==> config.mk <==
export PLATFORM = sky130hd
export DESIGN_NAME = rtcm3_frame_deframer_core
export DESIGN_NICKNAME = d
export VERILOG_FILES = /design/src/rtl/r3df_pkg.sv /design/src/rtl/rtcm3_frame_deframer_core.sv /design/src/rtl/r3df_parser.sv /design/src/rtl/r3df_out_reg.sv
export SDC_FILE = /design/constraint.sdc
export NUM_CORES = 1
export LEC_CHECK = 0
export ABC_AREA = 1
export BUFFER_PORTS_ARGS = -buffer_cell sky130_fd_sc_hd__clkbuf_2
export CAP_MARGIN = 15
export CORE_UTILIZATION = 60
export DETAILED_ROUTE_END_ITERATION = 16
export PLACE_DENSITY = 0.79
export SLEW_MARGIN = 10
export SYNTH_ARGS = -nofsm -noshare
export SYNTH_HDL_FRONTEND = slang
export SYNTH_SLANG_ARGS = --single-unit
export TNS_END_PERCENT = 100
==> constraint.sdc <==
create_clock -name clock -period 2.8 [get_ports clock]
set_input_delay 0.42 -clock clock [delete_from_list [all_inputs] [get_ports clock]]
set_output_delay 0.42 -clock clock [all_outputs]
set_load 0.01 [all_outputs]
==> src/rtl/r3df_pkg.sv <==
// shared types, constants and crc-24q byte update for the rtcm3 deframer
`default_nettype none

package r3df_pkg;

   localparam logic [7:0]  PREAMBLE_BYTE = 8'hD3;
   localparam logic [24:0] CRC24Q_POLY   = 25'h1864CFB;
   localparam logic [7:0]  RESERVED_MASK = 8'hFC;
   localparam logic [7:0]  LEN_HI_MASK   = 8'h03;
   localparam logic [9:0]  TRAILER_LEN   = 10'd3;
   localparam logic [9:0]  TYPE_MIN_LEN  = 10'd2;

   // byte roles as shown on the result channel
   localparam logic [2:0] ROLE_DISCARD  = 3'd0;
   localparam logic [2:0] ROLE_PREAMBLE = 3'd1;
   localparam logic [2:0] ROLE_LENGTH   = 3'd2;
   localparam logic [2:0] ROLE_PAYLOAD  = 3'd3;
   localparam logic [2:0] ROLE_CRC      = 3'd4;

   typedef enum logic [2:0] {
      PH_HUNT    = 3'd0,
      PH_LEN_HI  = 3'd1,
      PH_LEN_LO  = 3'd2,
      PH_PAYLOAD = 3'd3,
      PH_CRC     = 3'd4
   } phase_type;

   typedef struct packed {
      logic [7:0]  echo_byte;
      logic [2:0]  byte_role;
      logic        frame_done;
      logic        crc_good;
      logic [11:0] message_type;
      logic        type_valid;
      logic [9:0]  frame_payload_length;
   } result_type;

   // msb-first crc-24q over one byte, eight xor steps
   function automatic logic [23:0] crc24q_byte(input logic [23:0] acc,
                                               input logic [7:0]  data);
      logic [24:0] c;
      c = {1'b0, acc ^ {data, 16'h0000}};
      for (int k = 0; k < 8; k++) begin
         c = {c[23:0], 1'b0};
         if (c[24]) begin
            c = c ^ CRC24Q_POLY;
         end
      end
      return c[23:0];
   endfunction

   localparam logic [23:0] PREAMBLE_CRC = crc24q_byte(24'h000000, PREAMBLE_BYTE);

endpackage

`default_nettype wire

==> src/rtl/rtcm3_frame_deframer_core.sv <==
// top level: rtcm3 deframer with crc-24q check, input register and result register
// order: a byte accepted into the input register moves into the result register when
//   the parser advances; that waits while the result register holds a stalled beat
// throughput: one byte per cycle unless rsp_ready stalls; the whole crc-24q byte update
//   and the phase logic fit between the input register and the result register
// reset: synchronous, active high; hunting phase, frame registers and both valid flags clear
`default_nettype none

module rtcm3_frame_deframer_core (
   input  wire logic        clock,
   input  wire logic        reset,
   input  wire logic        req_valid,
   output logic             req_ready,
   input  wire logic [7:0]  req_data_byte,
   output logic             rsp_valid,
   input  wire logic        rsp_ready,
   output logic [7:0]       rsp_echo_byte,
   output logic [2:0]       rsp_byte_role,
   output logic             rsp_frame_done,
   output logic             rsp_crc_good,
   output logic [11:0]      rsp_message_type,
   output logic             rsp_type_valid,
   output logic [9:0]       rsp_frame_payload_length
);
   import r3df_pkg::*;

   // input stage: one byte held until the parser moves it on
   logic       in_valid_ff, in_valid_in;
   logic [7:0] in_byte_ff;

   // parser fires when a byte is held and the result register can take a beat
   logic       out_ready;
   logic       advance;
   result_type parse_result;
   result_type out_data;

   assign advance   = in_valid_ff && out_ready;
   // input register frees up in the same cycle its beat moves on
   assign req_ready = !in_valid_ff || out_ready;

   always_comb begin
      if (req_valid && req_ready) begin
         in_valid_in = 1'b1;
      end else if (advance) begin
         in_valid_in = 1'b0;
      end else begin
         in_valid_in = in_valid_ff;
      end
   end

   always_ff @(posedge clock) begin
      if (reset) begin
         in_valid_ff <= 1'b0;
      end else begin
         in_valid_ff <= in_valid_in;
      end
   end

   always_ff @(posedge clock) begin
      if (req_valid && req_ready) begin
         in_byte_ff <= req_data_byte;
      end
   end

   // phase machine, crc and result formation
   r3df_parser u_parser (
      .clock     (clock),
      .reset     (reset),
      .advance   (advance),
      .data_byte (in_byte_ff),
      .result    (parse_result)
   );

   // result register decouples the consumer's stalls from the parser
   r3df_out_reg u_out_reg (
      .clock      (clock),
      .reset      (reset),
      .load       (advance),
      .load_data  (parse_result),
      .load_ready (out_ready),
      .out_valid  (rsp_valid),
      .out_ready  (rsp_ready),
      .out_data   (out_data)
   );

   assign rsp_echo_byte            = out_data.echo_byte;
   assign rsp_byte_role            = out_data.byte_role;
   assign rsp_frame_done           = out_data.frame_done;
   assign rsp_crc_good             = out_data.crc_good;
   assign rsp_message_type         = out_data.message_type;
   assign rsp_type_valid           = out_data.type_valid;
   assign rsp_frame_payload_length = out_data.frame_payload_length;

endmodule

`default_nettype wire

==> src/rtl/r3df_parser.sv <==
// frame phase tracking, crc accumulation and per-byte result generation
`default_nettype none

module r3df_parser (
   input  wire logic                 clock,
   input  wire logic                 reset,
   input  wire logic                 advance,
   input  wire logic [7:0]           data_byte,
   output r3df_pkg::result_type      result
);
   import r3df_pkg::*;

   phase_type   phase_ff, phase_in;
   logic [23:0] crc_ff, crc_in;
   logic [9:0]  count_ff, count_in;
   logic [9:0]  length_ff, length_in;
   logic [23:0] check_ff, check_in;
   logic [11:0] type_ff, type_in;

   logic [23:0] crc_next;
   logic [9:0]  count_plus;
   logic [9:0]  length_lo;
   logic [23:0] check_shift;
   logic        hi_ok;

   assign crc_next    = crc24q_byte(crc_ff, data_byte);
   assign count_plus  = count_ff + 10'd1;
   assign length_lo   = length_ff | {2'b00, data_byte};
   assign check_shift = {check_ff[15:0], data_byte};
   assign hi_ok       = (data_byte & RESERVED_MASK) == 8'h00;

   // next phase
   always_comb begin
      phase_in = phase_ff;
      case (phase_ff)
         PH_LEN_HI: begin
            if (hi_ok) begin
               phase_in = PH_LEN_LO;
            end else if (data_byte == PREAMBLE_BYTE) begin
               phase_in = PH_LEN_HI;
            end else begin
               phase_in = PH_HUNT;
            end
         end
         PH_LEN_LO: begin
            phase_in = (length_lo == 10'd0) ? PH_CRC : PH_PAYLOAD;
         end
         PH_PAYLOAD: begin
            phase_in = (count_plus >= length_ff) ? PH_CRC : PH_PAYLOAD;
         end
         PH_CRC: begin
            phase_in = (count_plus >= TRAILER_LEN) ? PH_HUNT : PH_CRC;
         end
         default: begin
            phase_in = (data_byte == PREAMBLE_BYTE) ? PH_LEN_HI : PH_HUNT;
         end
      endcase
   end

   // frame registers and the result of this byte
   always_comb begin
      crc_in    = crc_ff;
      count_in  = count_ff;
      length_in = length_ff;
      check_in  = check_ff;
      type_in   = type_ff;
      result                      = '0;
      result.echo_byte            = data_byte;
      result.byte_role            = ROLE_DISCARD;
      case (phase_ff)
         PH_LEN_HI: begin
            if (hi_ok) begin
               result.byte_role = ROLE_LENGTH;
               length_in        = {data_byte[1:0] & LEN_HI_MASK[1:0], 8'h00};
               crc_in           = crc_next;
            end else if (data_byte == PREAMBLE_BYTE) begin
               result.byte_role = ROLE_PREAMBLE;
               crc_in    = PREAMBLE_CRC;
               count_in  = '0;
               length_in = '0;
               check_in  = '0;
               type_in   = '0;
            end
         end
         PH_LEN_LO: begin
            result.byte_role            = ROLE_LENGTH;
            length_in                   = length_lo;
            crc_in                      = crc_next;
            count_in                    = '0;
            result.frame_payload_length = length_lo;
         end
         PH_PAYLOAD: begin
            result.byte_role = ROLE_PAYLOAD;
            crc_in           = crc_next;
            if (count_ff == 10'd0) begin
               type_in = {data_byte, 4'h0};
            end else if (count_ff == 10'd1) begin
               type_in = {type_ff[11:4], data_byte[7:4]};
            end
            count_in = (count_plus >= length_ff) ? 10'd0 : count_plus;
            result.frame_payload_length = length_ff;
         end
         PH_CRC: begin
            result.byte_role            = ROLE_CRC;
            check_in                    = check_shift;
            count_in                    = count_plus;
            result.frame_payload_length = length_ff;
            if (count_plus >= TRAILER_LEN) begin
               result.frame_done = 1'b1;
               result.crc_good   = check_shift == crc_ff;
               result.type_valid = length_ff >= TYPE_MIN_LEN;
               result.message_type = (length_ff >= TYPE_MIN_LEN) ? type_ff : 12'h000;
               count_in = '0;
            end
         end
         default: begin
            if (data_byte == PREAMBLE_BYTE) begin
               result.byte_role = ROLE_PREAMBLE;
               crc_in    = PREAMBLE_CRC;
               count_in  = '0;
               length_in = '0;
               check_in  = '0;
               type_in   = '0;
            end
         end
      endcase
   end

   always_ff @(posedge clock) begin
      if (reset) begin
         phase_ff  <= PH_HUNT;
         crc_ff    <= '0;
         count_ff  <= '0;
         length_ff <= '0;
         check_ff  <= '0;
         type_ff   <= '0;
      end else if (advance) begin
         phase_ff  <= phase_in;
         crc_ff    <= crc_in;
         count_ff  <= count_in;
         length_ff <= length_in;
         check_ff  <= check_in;
         type_ff   <= type_in;
      end
   end

endmodule

`default_nettype wire

==> src/rtl/r3df_out_reg.sv <==
// result register with valid/ready toward the consumer
`default_nettype none

module r3df_out_reg (
   input  wire logic                 clock,
   input  wire logic                 reset,
   input  wire logic                 load,
   input  wire r3df_pkg::result_type load_data,
   output logic                      load_ready,
   output logic                      out_valid,
   input  wire logic                 out_ready,
   output r3df_pkg::result_type      out_data
);
   import r3df_pkg::*;

   logic       valid_ff, valid_in;
   result_type data_ff;

   assign load_ready = !valid_ff || out_ready;
   assign out_valid  = valid_ff;
   assign out_data   = data_ff;

   always_comb begin
      if (load) begin
         valid_in = 1'b1;
      end else if (out_ready) begin
         valid_in = 1'b0;
      end else begin
         valid_in = valid_ff;
      end
   end

   always_ff @(posedge clock) begin
      if (reset) begin
         valid_ff <= 1'b0;
      end else begin
         valid_ff <= valid_in;
      end
   end

   always_ff @(posedge clock) begin
      if (load) begin
         data_ff <= load_data;
      end
   end

endmodule

`default_nettype wire

==> PnR_summary.wiki <==
{| class="wikitable"
! Metric !! Value
|-
| Total global routing track utilization || 32.3%
|-
| Final critical-path required period || 2.68 ns
|-
| Critical path endpoint category || register
|-
| Number of input and output port buffers inserted || 49
|-
| Number of DRC markers after the initial detailed-route iteration || 565
|-
| Initial antenna violation count || 0
|-
| Post-synth top area share || 22.4%
|-
| Number of enable-type register cells in the synthesized netlist || 44
|-
| Final hold violation count || 0
|-
| Final total negative setup slack || 0 ns
|-
| Leading cell types by count after synthesis || 143 x sky130_fd_sc_hd__nand2_1, 88 x sky130_fd_sc_hd__a21oi_1, 79 x sky130_fd_sc_hd__inv_1
|-
| Share of the clock period used by the worst path after layout || 95.9%
|-
| Actual slew at the worst max-slew pin || 0.743 ns
|-
| Total Nets Final || 912
|-
| Cell with the biggest individual delay on the critical path || sky130_fd_sc_hd__dfxtp_4
|-
| Final worst-path setup slack || 0.116 ns
|-
| Distinct cells, synth || 58
|-
| Yosys top cell by area || sky130_fd_sc_hd__dfxtp_1
|-
| Maximum operating frequency || 373 MHz
|-
| Final non-filler cell total || 1038
|-
| Register bit count reported by yosys || 121
|-
| Dominant cell by count in the synthesized netlist || sky130_fd_sc_hd__nand2_1
|-
| Maximum number of pins on one net before global-route repair || 60
|-
| Clk sinks || 121
|-
| Startpoint-to-endpoint class of the critical path || reg2reg
|-
| Hold_buf cts || 0
|-
| Leading register cell type out of synthesis || sky130_fd_sc_hd__dfxtp_1
|-
| Gate count after technology mapping || 822
|-
| Routability-driven placement congestion ratio || 0.934
|-
| Critical-path cell list || inv_2, nor4_4, nand3_1, or2_1, nand2_2, ha_4, nand2_1, nor2_1, o211ai_1, nand4_1, nor2_2, inv_1, nand2_1, nand3b_1, a21oi_2
|-
| Crit path required time || 3.15 ns
|-
| First-pass GRT wire length || 28.8 mm
|-
| Tightest slew margin relative to the limit || 50.3%
|-
| Maximum capacitance violations || 0
|-
| Post-DP HPWL || 12.6 mm
|-
| Average wire per standard cell || 17.5 µm
|-
| Total congestion overflow after global routing || 0
|-
| Synthesized area divided by synthesized cell count || 8.36 µm²
|-
| Share of the yosys chip area belonging to registers || 41.7%
|-
| Initial core utilization || 62.6%
|-
| CP max FO || 5
|-
| Fillers || 816
|-
| Result of the run || completed
|-
| Cell row count || 38
|-
| Via Count || 6178
|-
| DR vias/cell || 5.95
|-
| Async set or reset register ratio after synthesis || 0%
|-
| Post-synth net total || 848
|-
| Total instance count after detailed placement || 1000
|-
| Clock-pin slew on the worst setup and hold paths || 0.06 ns
|-
| DP Worst Slack || 0.0849 ns
|-
| PD cells || 566 nW/µm²
|-
| Core footprint || 11000 µm²
|-
| Kind of launch point of the worst setup path || register
|-
| Clock tree from TritonCTS || yes
|-
| Setup violation total in the final timing report || 0
|-
| Delay of the slowest cell on the worst path || 0.39 ns
|-
| Number of buffer and inverter stages on the critical path || 2
|-
| Root Buffer Master || sky130_fd_sc_hd__clkbuf_16
|-
| H-tree level count || 4
|-
| Die ar. || 11900 µm²
|-
| Crit-path most repeated cell || sky130_fd_sc_hd__nand2_1
|-
| Total of warnings raised by yosys || 0
|-
| Worst Skew || 0.00753 ns
|-
| Y dimension of the die || 109 µm
|-
| Post-Synthesis Cell Area || 6870 µm²
|-
| Pins Over Slew Limit || 0
|-
| Clock latency on the worst-skew pair || 0.42 ns
|-
| Overall die width || 109 µm
|-
| Clock buffers created by TritonCTS || 17
|-
| Share of cells above drive strength 1 || 22.3%
|-
| I/O pin cnt || 50
|-
| Cell type group with the largest total delay on the critical path || simple AND/OR/NAND/NOR gates
|-
| Number of global-route vias before repair || 5778
|-
| Number of antenna repair diodes || 0
|-
| Total Routed Length || 18.1 mm
|-
| VDD IR-drop max || 0.542 mV
|-
| HP Class || in2reg
|-
| Maximum clock insertion buffer count || 2
|-
| Number of optimization iterations in the first detailed-route pass || 6
|-
| Post-synthesis to final-layout area growth || 15.3%
|-
| DRC violation count after routing || 0
|-
| Leading cell types by total area after synthesis || sky130_fd_sc_hd__dfxtp_1 22%, sky130_fd_sc_hd__edfxtp_1 19%, sky130_fd_sc_hd__nand2_1 7.8%
|-
| Arrival @ worst endpoint || 3.03 ns
|-
| Detail Route Antenna Nets || 0
|-
| Leakage || 3.13 nW
|}
## power breakdown
group	internal, W	switching, W	total (W)
combinational	0.000196	0.000376	0.000572
clock	0.00120	0.000796	0.00200
sequential	0.00187	0.0000495	0.00192
total	0.00327	0.00122	0.00449
## metal layers
metal	global-route usage, %	vias to the layer above	wire (µm)
met5	0	-	0
met3	7.89	54	1650
li1	-	2888	-
met1	42.5	2905	7570
met2	48.7	331	8390
met4	17.5	0	532
## path summary, 6_finish.rpt
path / start / end / slack [ns] / cells past startpoint
min reg2reg: u_parser.type_ff[0] / u_parser.type_ff[0] / 0.45 / 2
min: req_data_byte[6] / in_byte_ff[6] / 0.17 / 1
max reg2reg: u_parser.count_ff[1] / u_parser.count_ff[1] / 0.12 / 15
max: u_parser.count_ff[1] / u_parser.count_ff[1] / 0.12 / 15
## per-stage QoR
step / util [%] / cell area (µm²) / power, W / hold slack [ns]
floorplan: - / 6870 / 0.00237 / 0.421
global placement: 66.1 / 7250 / 0.00249 / 0.449
detailed placement: 66.1 / 7250 / 0.00251 / 0.449
CTS: 71.0 / 7790 / 0.00449 / 0.158
global route: 72.1 / 7920 / 0.00462 / 0.157
finish: 72.1 / 7920 / 0.00449 / 0.170
## area by class of cell
cell class | instances | area, µm² | share of cell area (%)
inverter | 93 | 354 | 4.47
multi-input combinational | 577 | 3540 | 44.7
tap | 140 | 175 | 2.21
clock buffer | 18 | 429 | 5.42
timing repair buffer | 76 | 448 | 5.65
clock inverter | 13 | 108 | 1.36
sequential | 121 | 2870 | 36.2
## what timing repair did
| action | CTS | global route |
|---|---|---|
| gates cloned | 0 | 0 |
| setup buffers | 0 | 7 |
| pin swaps | 0 | 7 |
| resized for setup | 1 | 18 |
| setup endpoints to repair | 2 | 29 |
## sequential cells by signal, indices dropped and copies added, names as in the netlist
signal,flops
u_out_reg.out_data,36
u_parser.crc_ff,24
u_parser.check_ff,16
u_parser.type_ff,12
u_parser.count_ff,10
u_parser.length_ff,10
in_byte_ff,8
u_parser.phase_ff,3
in_valid_ff,1
u_out_reg.out_valid,1
## kinds of logic (layout without fill, tap and decap cells)
logic type | Yosys count | in the layout | synth area share [%]
xor+xnor | 54 | 54 | 7.87
fa+ha+maj | 14 | 14 | 2.55
simple gates | 355 | 355 | 27.1
compound gates | 154 | 154 | 12.9
flops | 121 | 121 | 41.7
buf+inv | 124 | 200 | 7.87
## worst register-to-register path, cell delays in order (launching register included)
cell                       delay, ns
sky130_fd_sc_hd__dfxtp_4        0.39
sky130_fd_sc_hd__inv_2          0.07
sky130_fd_sc_hd__nor4_4         0.32
sky130_fd_sc_hd__nand3_1        0.15
sky130_fd_sc_hd__or2_1          0.26
sky130_fd_sc_hd__nand2_2        0.11
sky130_fd_sc_hd__ha_4           0.22
sky130_fd_sc_hd__nand2_1        0.09
sky130_fd_sc_hd__nor2_1         0.06
sky130_fd_sc_hd__o211ai_1       0.09
sky130_fd_sc_hd__nand4_1        0.18
sky130_fd_sc_hd__nor2_2         0.21
sky130_fd_sc_hd__inv_1          0.08
sky130_fd_sc_hd__nand2_1        0.12
sky130_fd_sc_hd__nand3b_1       0.13
sky130_fd_sc_hd__a21oi_2        0.14
## cell usage in the layout (no fill, tap or decap), drive strengths merged, types with 2 or more instances in the layout
cell type | synthesis | routed
ha | 14 | 14
nor3 | 9 | 9
o31ai | 8 | 8
nand3 | 91 | 91
or2 | 8 | 8
nor2 | 59 | 59
clkinvlp | 0 | 4
o22ai | 3 | 3
inv | 92 | 92
clkinv | 1 | 9
dfxtp | 77 | 77
a221oi | 2 | 2
a21oi | 92 | 92
nor4 | 5 | 5
nand3b | 8 | 8
xnor2 | 19 | 19
clkbuf | 15 | 67
edfxtp | 44 | 44
xor2 | 35 | 35
nand2 | 160 | 160
o21ai | 32 | 32
nand4 | 13 | 13
o21bai | 5 | 5
o211ai | 4 | 4
buf | 16 | 27
Note: power is estimated with default switching activity, not from simulation.
